==> src/xpds_pkg.sv <==
// Package for the XML prolog declaration scanner.
// Holds scan phase codes and byte codes; no dependencies.
`default_nettype none
package xpds_pkg;

    localparam int PHASE_W = 4;
    localparam int LINE_OUT_W = 32;

    typedef logic [PHASE_W-1:0] phase_t;

    localparam phase_t PH_START      = 4'd0;
    localparam phase_t PH_BOM1       = 4'd1;
    localparam phase_t PH_BOM2       = 4'd2;
    localparam phase_t PH_PROLOG     = 4'd3;
    localparam phase_t PH_LT         = 4'd4;
    localparam phase_t PH_LTBANG     = 4'd5;
    localparam phase_t PH_LTBANGDASH = 4'd6;
    localparam phase_t PH_CMT0       = 4'd7;
    localparam phase_t PH_CMT1       = 4'd8;
    localparam phase_t PH_CMT2       = 4'd9;
    localparam phase_t PH_PI0        = 4'd10;
    localparam phase_t PH_PI1        = 4'd11;
    localparam phase_t PH_DONE       = 4'd12;

    localparam logic [7:0] CH_LF    = 8'h0A;
    localparam logic [7:0] CH_CR    = 8'h0D;
    localparam logic [7:0] CH_TAB   = 8'h09;
    localparam logic [7:0] CH_SP    = 8'h20;
    localparam logic [7:0] CH_LT    = 8'h3C;
    localparam logic [7:0] CH_GT    = 8'h3E;
    localparam logic [7:0] CH_BANG  = 8'h21;
    localparam logic [7:0] CH_DASH  = 8'h2D;
    localparam logic [7:0] CH_QUEST = 8'h3F;
    localparam logic [7:0] BOM_0    = 8'hEF;
    localparam logic [7:0] BOM_1    = 8'hBB;
    localparam logic [7:0] BOM_2    = 8'hBF;

    typedef struct packed {
        logic                  found;
        logic [LINE_OUT_W-1:0] line;
    } result_t;

endpackage
`default_nettype wire

==> src/xml_prolog_declaration_scan_top.sv <==
// Top level of the XML prolog declaration scanner.
// Depends on xpds_pkg.
//
// channel   dir  tdata                tuser              tlast
// s_*       in   [7:0] data_byte      -                  last_byte
// m_*       out  [31:0] decl_line     [0] declaration_found  -
//
// One byte per cycle while s_tready is high: phase, line counter and any result
// register at the accepting edge, so a result shows on m_* in the next cycle unless m_* stalls.
// Output register plus one skid entry: s_tready drops only when both hold.
// rst_n clears phase to document start, line count to 1, outputs empty.
// At most one result per document; later bytes are dropped until tlast.
`default_nettype none
module xml_prolog_declaration_scan_top
    import xpds_pkg::*;
#(
    parameter int LINE_BITS = 32
)
(
    input  wire logic                  clk,
    input  wire logic                  rst_n,
    input  wire logic                  s_tvalid,
    output logic                       s_tready,
    input  wire logic [7:0]            s_tdata,   // [7:0] data_byte
    input  wire logic                  s_tlast,   // last_byte
    output logic                       m_tvalid,
    input  wire logic                  m_tready,
    output logic [LINE_OUT_W-1:0]      m_tdata,   // [31:0] decl_line
    output logic [0:0]                 m_tuser    // [0] declaration_found
);

    localparam logic [LINE_BITS-1:0] LINE_ONE = LINE_BITS'(1);
    localparam logic [LINE_BITS-1:0] LINE_SAT = {LINE_BITS{1'b1}};

    phase_t               phase_reg, phase_next;
    logic [LINE_BITS-1:0] line_reg, line_next;
    logic                 out_valid_reg, out_valid_next;
    result_t              out_reg, out_next;
    logic                 skid_valid_reg, skid_valid_next;
    result_t              skid_reg, skid_next;

    phase_t               ph_c;
    logic                 bump_c;
    logic                 emit_c;
    logic                 found_c;
    logic                 prolog_end_c;
    logic                 accept;
    logic                 pop;
    logic                 push;
    logic [LINE_OUT_W-1:0] line_out;
    result_t              res_c;

    generate
        if (LINE_BITS > LINE_OUT_W) begin : g_sat
            assign line_out = (|line_reg[LINE_BITS-1:LINE_OUT_W]) ? {LINE_OUT_W{1'b1}}
                                                                  : line_reg[LINE_OUT_W-1:0];
        end else begin : g_ext
            assign line_out = LINE_OUT_W'(line_reg);
        end
    endgenerate

    // top-level prolog byte: whitespace, newline, '<' or end of scan
    always_comb
    begin
        prolog_end_c = 1'b0;
        if (s_tdata == CH_LT) begin
            ph_c = PH_LT;
        end else if (s_tdata == CH_LF || s_tdata == CH_SP || s_tdata == CH_TAB
                     || s_tdata == CH_CR) begin
            ph_c = PH_PROLOG;
        end else begin
            ph_c = phase_reg;
            prolog_end_c = 1'b1;
        end
    end

    always_comb
    begin
        phase_next = phase_reg;
        bump_c     = 1'b0;
        emit_c     = 1'b0;
        found_c    = 1'b0;
        case (phase_reg)
            PH_START:
            begin
                if (s_tdata == BOM_0) begin
                    phase_next = PH_BOM1;
                end else begin
                    phase_next = ph_c;
                    emit_c     = prolog_end_c;
                    bump_c     = (s_tdata == CH_LF);
                end
            end
            PH_BOM1:
            begin
                if (s_tdata == BOM_1) phase_next = PH_BOM2;
                else emit_c = 1'b1;
            end
            PH_BOM2:
            begin
                if (s_tdata == BOM_2) phase_next = PH_PROLOG;
                else emit_c = 1'b1;
            end
            PH_PROLOG:
            begin
                phase_next = ph_c;
                emit_c     = prolog_end_c;
                bump_c     = (s_tdata == CH_LF);
            end
            PH_LT:
            begin
                if (s_tdata == CH_BANG) phase_next = PH_LTBANG;
                else if (s_tdata == CH_QUEST) phase_next = PH_PI0;
                else emit_c = 1'b1;
            end
            PH_LTBANG:
            begin
                if (s_tdata == CH_DASH) begin
                    phase_next = PH_LTBANGDASH;
                end else begin
                    emit_c  = 1'b1;
                    found_c = 1'b1;
                end
            end
            PH_LTBANGDASH:
            begin
                if (s_tdata == CH_DASH) begin
                    phase_next = PH_CMT0;
                end else begin
                    emit_c  = 1'b1;
                    found_c = 1'b1;
                end
            end
            PH_CMT0, PH_CMT1, PH_CMT2:
            begin
                if (s_tdata == CH_DASH) begin
                    phase_next = (phase_reg == PH_CMT0) ? PH_CMT1 : PH_CMT2;
                end else if (s_tdata == CH_GT && phase_reg == PH_CMT2) begin
                    phase_next = PH_PROLOG;
                end else begin
                    bump_c     = (s_tdata == CH_LF);
                    phase_next = PH_CMT0;
                end
            end
            PH_PI0, PH_PI1:
            begin
                if (s_tdata == CH_QUEST) begin
                    phase_next = PH_PI1;
                end else if (s_tdata == CH_GT && phase_reg == PH_PI1) begin
                    phase_next = PH_PROLOG;
                end else begin
                    bump_c     = (s_tdata == CH_LF);
                    phase_next = PH_PI0;
                end
            end
            default:
            begin
                // result already given for this document
                phase_next = PH_DONE;
            end
        endcase

        // end of document forces a result unless one is already out
        if (!emit_c && s_tlast && phase_reg != PH_DONE) begin
            emit_c  = 1'b1;
            found_c = (phase_next == PH_LTBANG || phase_next == PH_LTBANGDASH);
        end
    end

    assign res_c.found = found_c;
    assign res_c.line  = found_c ? line_out : '0;

    assign s_tready = !skid_valid_reg;
    assign accept   = s_tvalid && s_tready;
    assign pop      = out_valid_reg && m_tready;
    assign push     = accept && emit_c;

    always_comb
    begin
        line_next = line_reg;
        if (accept) begin
            if (s_tlast) begin
                line_next = LINE_ONE;
            end else if (bump_c && line_reg != LINE_SAT) begin
                line_next = line_reg + LINE_ONE;
            end
        end
    end

    always_comb
    begin
        out_valid_next  = out_valid_reg;
        out_next        = out_reg;
        skid_valid_next = skid_valid_reg;
        skid_next       = skid_reg;
        if (!out_valid_reg) begin
            out_valid_next = push;
            out_next       = res_c;
        end else if (pop) begin
            if (skid_valid_reg) begin
                out_next        = skid_reg;
                skid_valid_next = 1'b0;
            end else begin
                out_valid_next = push;
                out_next       = res_c;
            end
        end else if (push) begin
            skid_valid_next = 1'b1;
            skid_next       = res_c;
        end
    end

    always_ff @(posedge clk or negedge rst_n)
    begin
        if (!rst_n) begin
            phase_reg      <= PH_START;
            line_reg       <= LINE_ONE;
            out_valid_reg  <= 1'b0;
            skid_valid_reg <= 1'b0;
        end else begin
            if (accept) begin
                if (s_tlast) phase_reg <= PH_START;
                else if (emit_c) phase_reg <= PH_DONE;
                else phase_reg <= phase_next;
            end
            line_reg       <= line_next;
            out_valid_reg  <= out_valid_next;
            skid_valid_reg <= skid_valid_next;
        end
    end

    always_ff @(posedge clk)
    begin
        out_reg  <= out_next;
        skid_reg <= skid_next;
    end

    assign m_tvalid   = out_valid_reg;
    assign m_tdata    = out_reg.line;
    assign m_tuser[0] = out_reg.found;

endmodule
`default_nettype wire

==> config.mk <==
export PLATFORM = sky130hd
export DESIGN_NAME = xml_prolog_declaration_scan_top
export DESIGN_NICKNAME = d
export VERILOG_FILES = /design/src/xpds_pkg.sv /design/src/xml_prolog_declaration_scan_top.sv
export SDC_FILE = /design/constraint.sdc
export NUM_CORES = 1
export LEC_CHECK = 0
export BUFFER_PORTS_ARGS = -buffer_cell sky130_fd_sc_hd__buf_2
export CAP_MARGIN = 10
export CORE_ASPECT_RATIO = 0.9
export CORE_UTILIZATION = 65
export CTS_CLUSTER_DIAMETER = 200
export DETAILED_ROUTE_END_ITERATION = 10
export GPL_TIMING_DRIVEN = 0
export PLACE_DENSITY = 0.89
export SETUP_SLACK_MARGIN = 0.1
export SYNTH_ARGS = -nofsm -noshare
export SYNTH_HDL_FRONTEND = slang
export SYNTH_SLANG_ARGS = --single-unit
export TNS_END_PERCENT = 5
==> constraint.sdc <==
create_clock -name clk -period 10.8 [get_ports clk]
set_input_delay 2.16 -clock clk [delete_from_list [all_inputs] [get_ports clk]]
set_output_delay 2.16 -clock clk [all_outputs]
set_load 0.005 [all_outputs]
==> impl_metrics.csv, run 1 <==
group,metric,value,unit
placement,post-place-cells,694,
yosys,ys.warnings.count,0,
timing,rsz0062_at_grt,"false",
cells_and_area,finalNonFillerCells,710,
placement,io_buffers,45,
timing,tns,0,ns
clocking,postCtsSetupRepairBufs,0,
setup_path,critPathKind,"input pin to register",
run_status,status,"finished, final reports clean",
yosys,synth_edf_count,66,
floorplanning,coreArea,8220,µm²
route,avgRoutedWirePerCell,18.4,µm
setup_path,path_delay_family,"simple AND/OR/NAND/NOR gates",
cells_and_area,largest_reg_flops,33,
route,drt_wl_total,13100,µm
cells_and_area,nets,604,
setup_path,worstPathMaxFanout,10,
timing,finalMaxSlewViolations,0,
cells_and_area,fin_util,0.757,
power,cellPowerDensity,193,nW/µm²
route,first_pass_iters,6,
power,p_clk_frac,0.193,
clocking,cts_buffer_depth,2,
yosys,synth.distinct_cells,67,
run,cap_viol_max_count,0,
clocking,cts_tree,"built",
yosys,syn_area_per_cell,10.6,µm²
floorplanning,initial_core_util,0.688,
cells_and_area,final_layout_size_suffix_gt1_frac,0.148,
yosys,syn_nets,548,
setup_path,worst_ep_arrival_time,4.71,ns
power,total_power,0.00120,W
setup_path,slowest_stage,"or3_4",
cells_and_area,n_antenna_cell,0,
setup_path,max_stage_delay,0.42,ns
setup_path,cp-end-kind,"register",
power,p_leak,2.25,nW
setup_path,critical_path_required,10.91,ns
power,vdd_ir_drop_max,0.000237,V
route,vias_per_cell,6.52,
power,p_int,0.000734,W
clocking,cts_resized,0,
clocking,root_buffer,"clkbuf_8",
timing,finClkSkew,0.0131,ns
floorplanning,die_w,100,µm
clocking,clock_sinks,104,
route,vias,4630,
route,route.detailed.drc,0,
route,antenna_left,0,
clocking,clk_latency,0.38,ns
grt,globalRouteOverflowTotal,0,
clocking,numCtsBuffers,9,
setup_path,start_kind,"input pin",
floorplanning,fp-row-count,31,
floorplanning,ios,48,
timing,slew_headroom,0.377,
yosys,seq_area_frac_synth,0.519,
timing,max_freq,218,MHz
yosys,synth_seq_cells,104,
timing,finalSetupViolCount,0,
setup_path,crit_buf_inv,2,
setup_path,path_cells,"buf_2 -> or3_4 -> or4_1 -> a221oi_1 -> o21ai_1 -> and4_1 -> nor2_1 -> buf_2 -> o31ai_1",
route,drt_iter0_markers,317,
placement,routabilityCongestion,0.905,
clocking,htree_levels,3,
power,p_comb_frac,0.365,
grt,first_global_vias,4488,
yosys,synthFlopType,"edfxtp_1",
grt,antenna_found_initial,0,
timing,hold_viol,0,
floorplanning,die_h,90.5,µm
hold_path,hold_class,"register to register",
floorplanning,die_area,9080,µm²
timing,fin_crit,4.59,ns
grt,grt_usage,0.310,
clocking,cts_hold_buf,0,
yosys,syn-cell-area,5660,µm²
timing,fin_crit_sh,0.425,
power,seqPwrFrac,0.442,
placement,hpwl,9160,µm
cells_and_area,syn_to_final_growth,10.0,%
power,switchingPower,0.000467,W
grt,grt_pass1_wl,21800,µm
yosys,ys_async_sr_fraction,0.365,
clocking,clk_pin_slew,0.10,ns
grt,grt_max_degree,39,
yosys,syn-instance-count,534,
timing,worst_slew_pin_slew,0.932,ns
setup_path,path_common_cell,"buf_2",
power,p_sw_frac,0.389,
==> cell families (layout without fill, tap and decap cells) <==
group / count (synthesis) / count (layout) / share of synthesized area
AO/OA/AOI/OAI: 153 / 153 / 0.216
AND/OR/NAND/NOR: 201 / 201 / 0.188
XOR/XNOR: 26 / 26 / 0.0402
buffers and inverters: 49 / 110 / 0.0349
adder cells (fa/ha/maj): 1 / 1 / 0.00221
flip-flops: 104 / 104 / 0.519
==> final timing paths <==
kind,start,endpoint,slack [ns],cells past startpoint
max in group asynchronous,rst_n,line_out[8],8.37,1
max,s_tdata[4],m_tdata[26],6.21,9
max reg2reg,phase_reg[3],skid_reg[6],7.63,7
min in group asynchronous,rst_n,phase_reg[0],1.88,1
min,m_tvalid,skid_valid_reg,0.54,1
min reg2reg,m_tvalid,skid_valid_reg,0.54,1
==> routing by layer <==
metal | global-route usage | part of all wire | vias up
met2 | 0.499 | 0.48 | 253
met5 | 0 | 0 | -
li1 | - | - | 2140
met1 | 0.407 | 0.40 | 2207
met4 | 0.117 | 0.023 | 0
met3 | 0.0751 | 0.093 | 30
==> cells in the mapped netlist, types with 2 or more instances <==
master / number / share of area
a211oi_1: 3 / 0.0040
a21boi_0: 4 / 0.0053
a21boi_1: 24 / 0.032
a21oi_1: 13 / 0.011
a2bb2oi_1: 2 / 0.0031
a31o_2: 4 / 0.0062
a31oi_1: 2 / 0.0022
and2_1: 7 / 0.0077
and3_1: 10 / 0.011
and4_1: 6 / 0.0093
buf_2: 10 / 0.0088
clkbuf_1: 25 / 0.017
dfrtp_1: 37 / 0.16
edfxtp_1: 66 / 0.35
inv_1: 12 / 0.0080
nand2_1: 56 / 0.037
nand2b_1: 7 / 0.0077
nand3_1: 13 / 0.011
nand3b_1: 2 / 0.0027
nand4_1: 13 / 0.014
nor2_1: 45 / 0.030
nor2b_1: 3 / 0.0033
nor3_1: 8 / 0.0071
nor4_1: 7 / 0.0077
nor4bb_1: 3 / 0.0053
o21ai_0: 10 / 0.0088
o22ai_1: 4 / 0.0044
o2bb2a_1: 32 / 0.057
o31ai_1: 36 / 0.048
or3_1: 5 / 0.0055
or4_1: 4 / 0.0053
or4b_1: 2 / 0.0035
xnor2_1: 11 / 0.017
xor2_1: 15 / 0.023
==> placed cells by master, fill, tap and decap left out, types with 15 or more instances in the layout <==
master / instances
edfxtp_1: 66
nand2_1: 56
clkbuf_1: 25
dfrtp_1: 37
o31ai_1: 36
a21boi_1: 24
xor2_1: 15
o2bb2a_1: 32
nor2_1: 44
buf_2: 55
==> final cells by class <==
cell class                      count  area [µm²]
Sequential cell                   104        2930
Multi-Input combinational cell    381        2540
Fill cell                         582        2000
Timing Repair Buffer               45         225
Buffer                             37         153
Tap cell                          115         144
Clock buffer                        9         124
Clock inverter                      7        63.8
Inverter                           12        45.0
==> power by group through the flow <==
| stage | Sequential [W] | Clock, W | Combinational [W] |
|---|---|---|---|
| 4_1_cts | 0.000530 | 0.000234 | 0.000431 |
| 3_3_place_gp | 0.000537 | 0 | 0.000414 |
| 2_1_floorplan | 0.000543 | 0 | 0.000277 |
| 6_report | 0.000530 | 0.000232 | 0.000438 |
| 3_5_place_dp | 0.000538 | 0 | 0.000429 |
| 5_1_grt | 0.000538 | 0.000248 | 0.000480 |
==> per-stage QoR <==
stage / setup slack (ns) / area [µm²] / hold WS [ns]
2_1_floorplan: 5.72 / 5660 / 0.483
3_3_place_gp: 4.71 / 6030 / 0.496
3_5_place_dp: 5.89 / 6040 / 0.527
4_1_cts: 6.30 / 6220 / 0.546
5_1_grt: 6.13 / 6220 / 0.570
6_report: 6.21 / 6220 / 0.535
(Power assumes the default switching activity.)
==> run 2: changes to the inputs <==
--- a/config.mk
+++ b/config.mk
@@ -5,14 +5,15 @@
 export SDC_FILE = /design/constraint.sdc
 export NUM_CORES = 1
 export LEC_CHECK = 0
+export ABC_AREA = 1
 export BUFFER_PORTS_ARGS = -buffer_cell sky130_fd_sc_hd__buf_2
 export CAP_MARGIN = 10
 export CORE_ASPECT_RATIO = 0.9
-export CORE_UTILIZATION = 65
+export CORE_UTILIZATION = 60
 export CTS_CLUSTER_DIAMETER = 200
 export DETAILED_ROUTE_END_ITERATION = 10
 export GPL_TIMING_DRIVEN = 0
-export PLACE_DENSITY = 0.89
+export PLACE_DENSITY = 0.83
 export SETUP_SLACK_MARGIN = 0.1
 export SYNTH_ARGS = -nofsm -noshare
 export SYNTH_HDL_FRONTEND = slang
==> constraint.sdc (replaced) <==
create_clock -name clk -period 4.4 [get_ports clk]
set_input_delay 0.88 -clock clk [delete_from_list [all_inputs] [get_ports clk]]
set_output_delay 0.88 -clock clk [all_outputs]
set_load 0.005 [all_outputs]
==> run 2 against run 1 <==
  * Sequential cell count did not move
  * Clock skew increased by 0.0024 ns
  * Cell count increased by 19%
  * Global-route usage down 5.6 points
  * Power rose to 2.5 times the previous value
  * Largest cell class unchanged
  * Sequential power increased to 2.7 times the previous value
  * Die area increased by 6.6%
==> impl_metrics.csv, run 2 <==
group,metric,value,unit
grt,grt_max_degree,39,
clocking,htree_levels,3,
grt,first_global_vias,4205,
timing,finalSetupViolCount,0,
timing,setup_slack,1.30,ns
setup_path,slowest_stage,"nor2_4",
setup_path,critical_path_required,4.40,ns
setup_path,worstPathMaxFanout,34,
power,switchingPower,0.00111,W
yosys,synth_mux_area_frac,0,
timing,rsz0062_at_grt,"false",
route,avgRoutedWirePerCell,13.4,µm
placement,post-place-cells,826,
yosys,seq_area_frac_synth,0.526,
clocking,cts_hold_buf,0,
timing,fin_crit,3.10,ns
timing,worst_slew_pin_slew,0.996,ns
floorplanning,ios,48,
yosys,syn_area_per_cell,8.46,µm²
route,drt_iter0_markers,240,
route,drt_wl_total,11300,µm
yosys,yosys.area.top_type,"edfxtp_1",
yosys,syn_nets,673,
clocking,postCtsSetupRepairBufs,0,
timing,fin_crit_sh,0.705,
clocking,numCtsBuffers,9,
placement,place_area,6000,µm²
hold_path,hold_end,"line_out[0]",
setup_path,max_stage_delay,0.77,ns
yosys,synth_edf_count,66,
setup_path,cp-end-kind,"register",
yosys,yosysMostFrequentCell,"nand2_1",
placement,hpwl,8340,µm
clocking,root_buffer,"clkbuf_8",
yosys,synth-simple-area-share,0.278,
setup_path,path_common_cell,"nand2_1",
power,p_comb_frac,0.347,
floorplanning,initial_core_util,0.633,
route,vias,4476,
floorplanning,die_area,9680,µm²
placement,io_buffers,47,
placement,pre_cts_ws,0.911,ns
setup_path,start_kind,"input pin",
grt,antenna_found_initial,0,
cells_and_area,finalNonFillerCells,842,
timing,hold_viol,0,
yosys,yosys.area.top_type_share,0.355,
setup_path,crit_buf_inv,3,
cells_and_area,final_common_cell,"nand2_1",
yosys,ys_async_sr_fraction,0.365,
setup_path,regToRegSetupSlack,1.43,ns
floorplanning,coreArea,8810,µm²
route,route.detailed.drc,0,
cells_and_area,final_layout_size_suffix_gt1_frac,0.209,
power,vdd_ir_drop_max,0.000346,V
setup_path,worstReg2RegStart,"phase_reg[3]",
route,antenna_left,0,
yosys,synth_top_family_by_area,"simple AND/OR/NAND/NOR gates",
power,p_sw_frac,0.363,
floorplanning,die_w,104,µm
run_status,status,"finished, final reports clean",
power,p_clk_frac,0.189,
yosys,synth_compound_area_frac,0.107,
cells_and_area,fin_util,0.702,
hold_path,whs_path_depth,2,
grt,globalRouteOverflowTotal,0,
power,p_leak,2.88,nW
cells_and_area,syn_to_final_growth,10.9,%
clocking,cts_tree,"built",
grt,grt_usage,0.254,
yosys,synth-adder-area-share,0.00224,
route,vias_per_cell,5.32,
clocking,clock_sinks,104,
run,cap_viol_max_count,0,
power,seqPwrFrac,0.464,
clocking,clk_latency,0.38,ns
clocking,cts_buffer_depth,2,
yosys,synth.distinct_cells,41,
placement,routabilityCongestion,0.946,
cells_and_area,fin_area,6190,µm²
clocking,clk_pin_slew,0.09,ns
cells_and_area,nets,732,
timing,slew_headroom,0.334,
timing,finalMaxSlewViolations,0,
grt,grt_pass1_wl,19400,µm
floorplanning,die_h,93.5,µm
yosys,yosys-top-cells-count,"nand2_1, nor2_1, inv_1",
power,p_int,0.00194,W
power,cellPowerDensity,493,nW/µm²
setup_path,r2r_cells,11,
timing,max_freq,322,MHz
timing,finClkSkew,0.0154,ns
yosys,syn-instance-count,659,
cells_and_area,largest_reg_flops,33,
setup_path,path_cells,"buf_2 -> inv_1 -> nand2_1 -> nor2_1 -> nand2_1 -> clkinv_1 -> nor2_1 -> nor2_1 -> nand3_1 -> nand2_1 -> nand2_1 -> nor2_4",
setup_path,worst_ep_arrival_time,3.10,ns
yosys,synth_seq_cells,104,
yosys,ys_top_cells_by_area,"edfxtp_1, dfrtp_1, nand2_1",
clocking,cts_resized,0,
setup_path,path_delay_family,"simple AND/OR/NAND/NOR gates",
setup_path,r2r-end,"skid_reg[13]",
hold_path,holdCritStartpoint,"line_out[0]",
cells_and_area,final_cell_mix,"nand2_1, nor2_1, inv_1",
yosys,syn-cell-area,5580,µm²
yosys,synthFlopType,"edfxtp_1",
power,total_power,0.00305,W
floorplanning,fp-row-count,32,
cells_and_area,n_antenna_cell,0,
hold_path,hold_class,"register to register",
setup_path,critPathKind,"input pin to register",
yosys,synth_xor_area_frac,0.00314,
route,first_pass_iters,5,
yosys,ys.warnings.count,0,
run 2: worst min-delay path, cell delays in order, from the launching register on:
cell	delay, ns
dfstp_2	0.40
o21ai_0	0.06
o21ai_0	0.07
run 2: how the worst max path moves through the flow:
stage              endpoint  slack, ns       start  cells past startpoint
2_1_floorplan   skid_reg[0]       0.74  s_tdata[6]                     11
5_1_grt        skid_reg[13]       1.05  s_tdata[4]                     12
3_3_place_gp   skid_reg[16]      -0.41  s_tdata[6]                     12
6_report       skid_reg[13]       1.30  s_tdata[6]                     12
3_5_place_dp    skid_reg[9]       0.91  s_tdata[6]                     12
4_1_cts        skid_reg[13]       1.30  s_tdata[6]                     12
run 2: logic make-up (layout without fill, tap and decap cells):
group,Yosys count,count (layout)
AOI/OAI and AO/OA,92,92
xor gates and xnor gates,2,2
adders and majority gates,1,1
buffers and inverters,116,180
and+or+nand+nor,344,344
DFF,104,104
run 2: routing by layer:
metal,track usage,part of all wire,up-vias
met1,0.323,0.44,2086
met4,0.0942,0.017,0
met3,0.0425,0.048,19
li1,-,-,2254
met5,0,0,-
met2,0.438,0.49,117
run 2: cell type report:
cell class / instances / area, µm²
buffer: 15 / 86.3
clock buffer: 11 / 141
clock inverter: 5 / 48.8
fill: 697 / 2620
inverter: 101 / 379
multi-input combinational: 439 / 2180
sequential: 104 / 2930
tap: 119 / 149
timing repair buffer: 48 / 263
run 2: power groups by stage:
stage	clock network, W	logic, W	registers, W
2_1_floorplan	0	0.000671	0.00145
5_1_grt	0.000616	0.00117	0.00144
3_5_place_dp	0	0.00105	0.00144
3_3_place_gp	0	0.00101	0.00144
4_1_cts	0.000580	0.00106	0.00142
6_report	0.000575	0.00106	0.00141
run 2: metrics by stage:
| stage | setup TNS [ns] | hold slack [ns] |
|---|---|---|
| final | 0 | 0.533 |
| after global routing | 0 | 0.559 |
| after CTS | 0 | 0.538 |
| after detailed placement | 0 | 0.521 |
| after global placement | -13.74 | 0.517 |
| after floorplan | 0 | 0.487 |
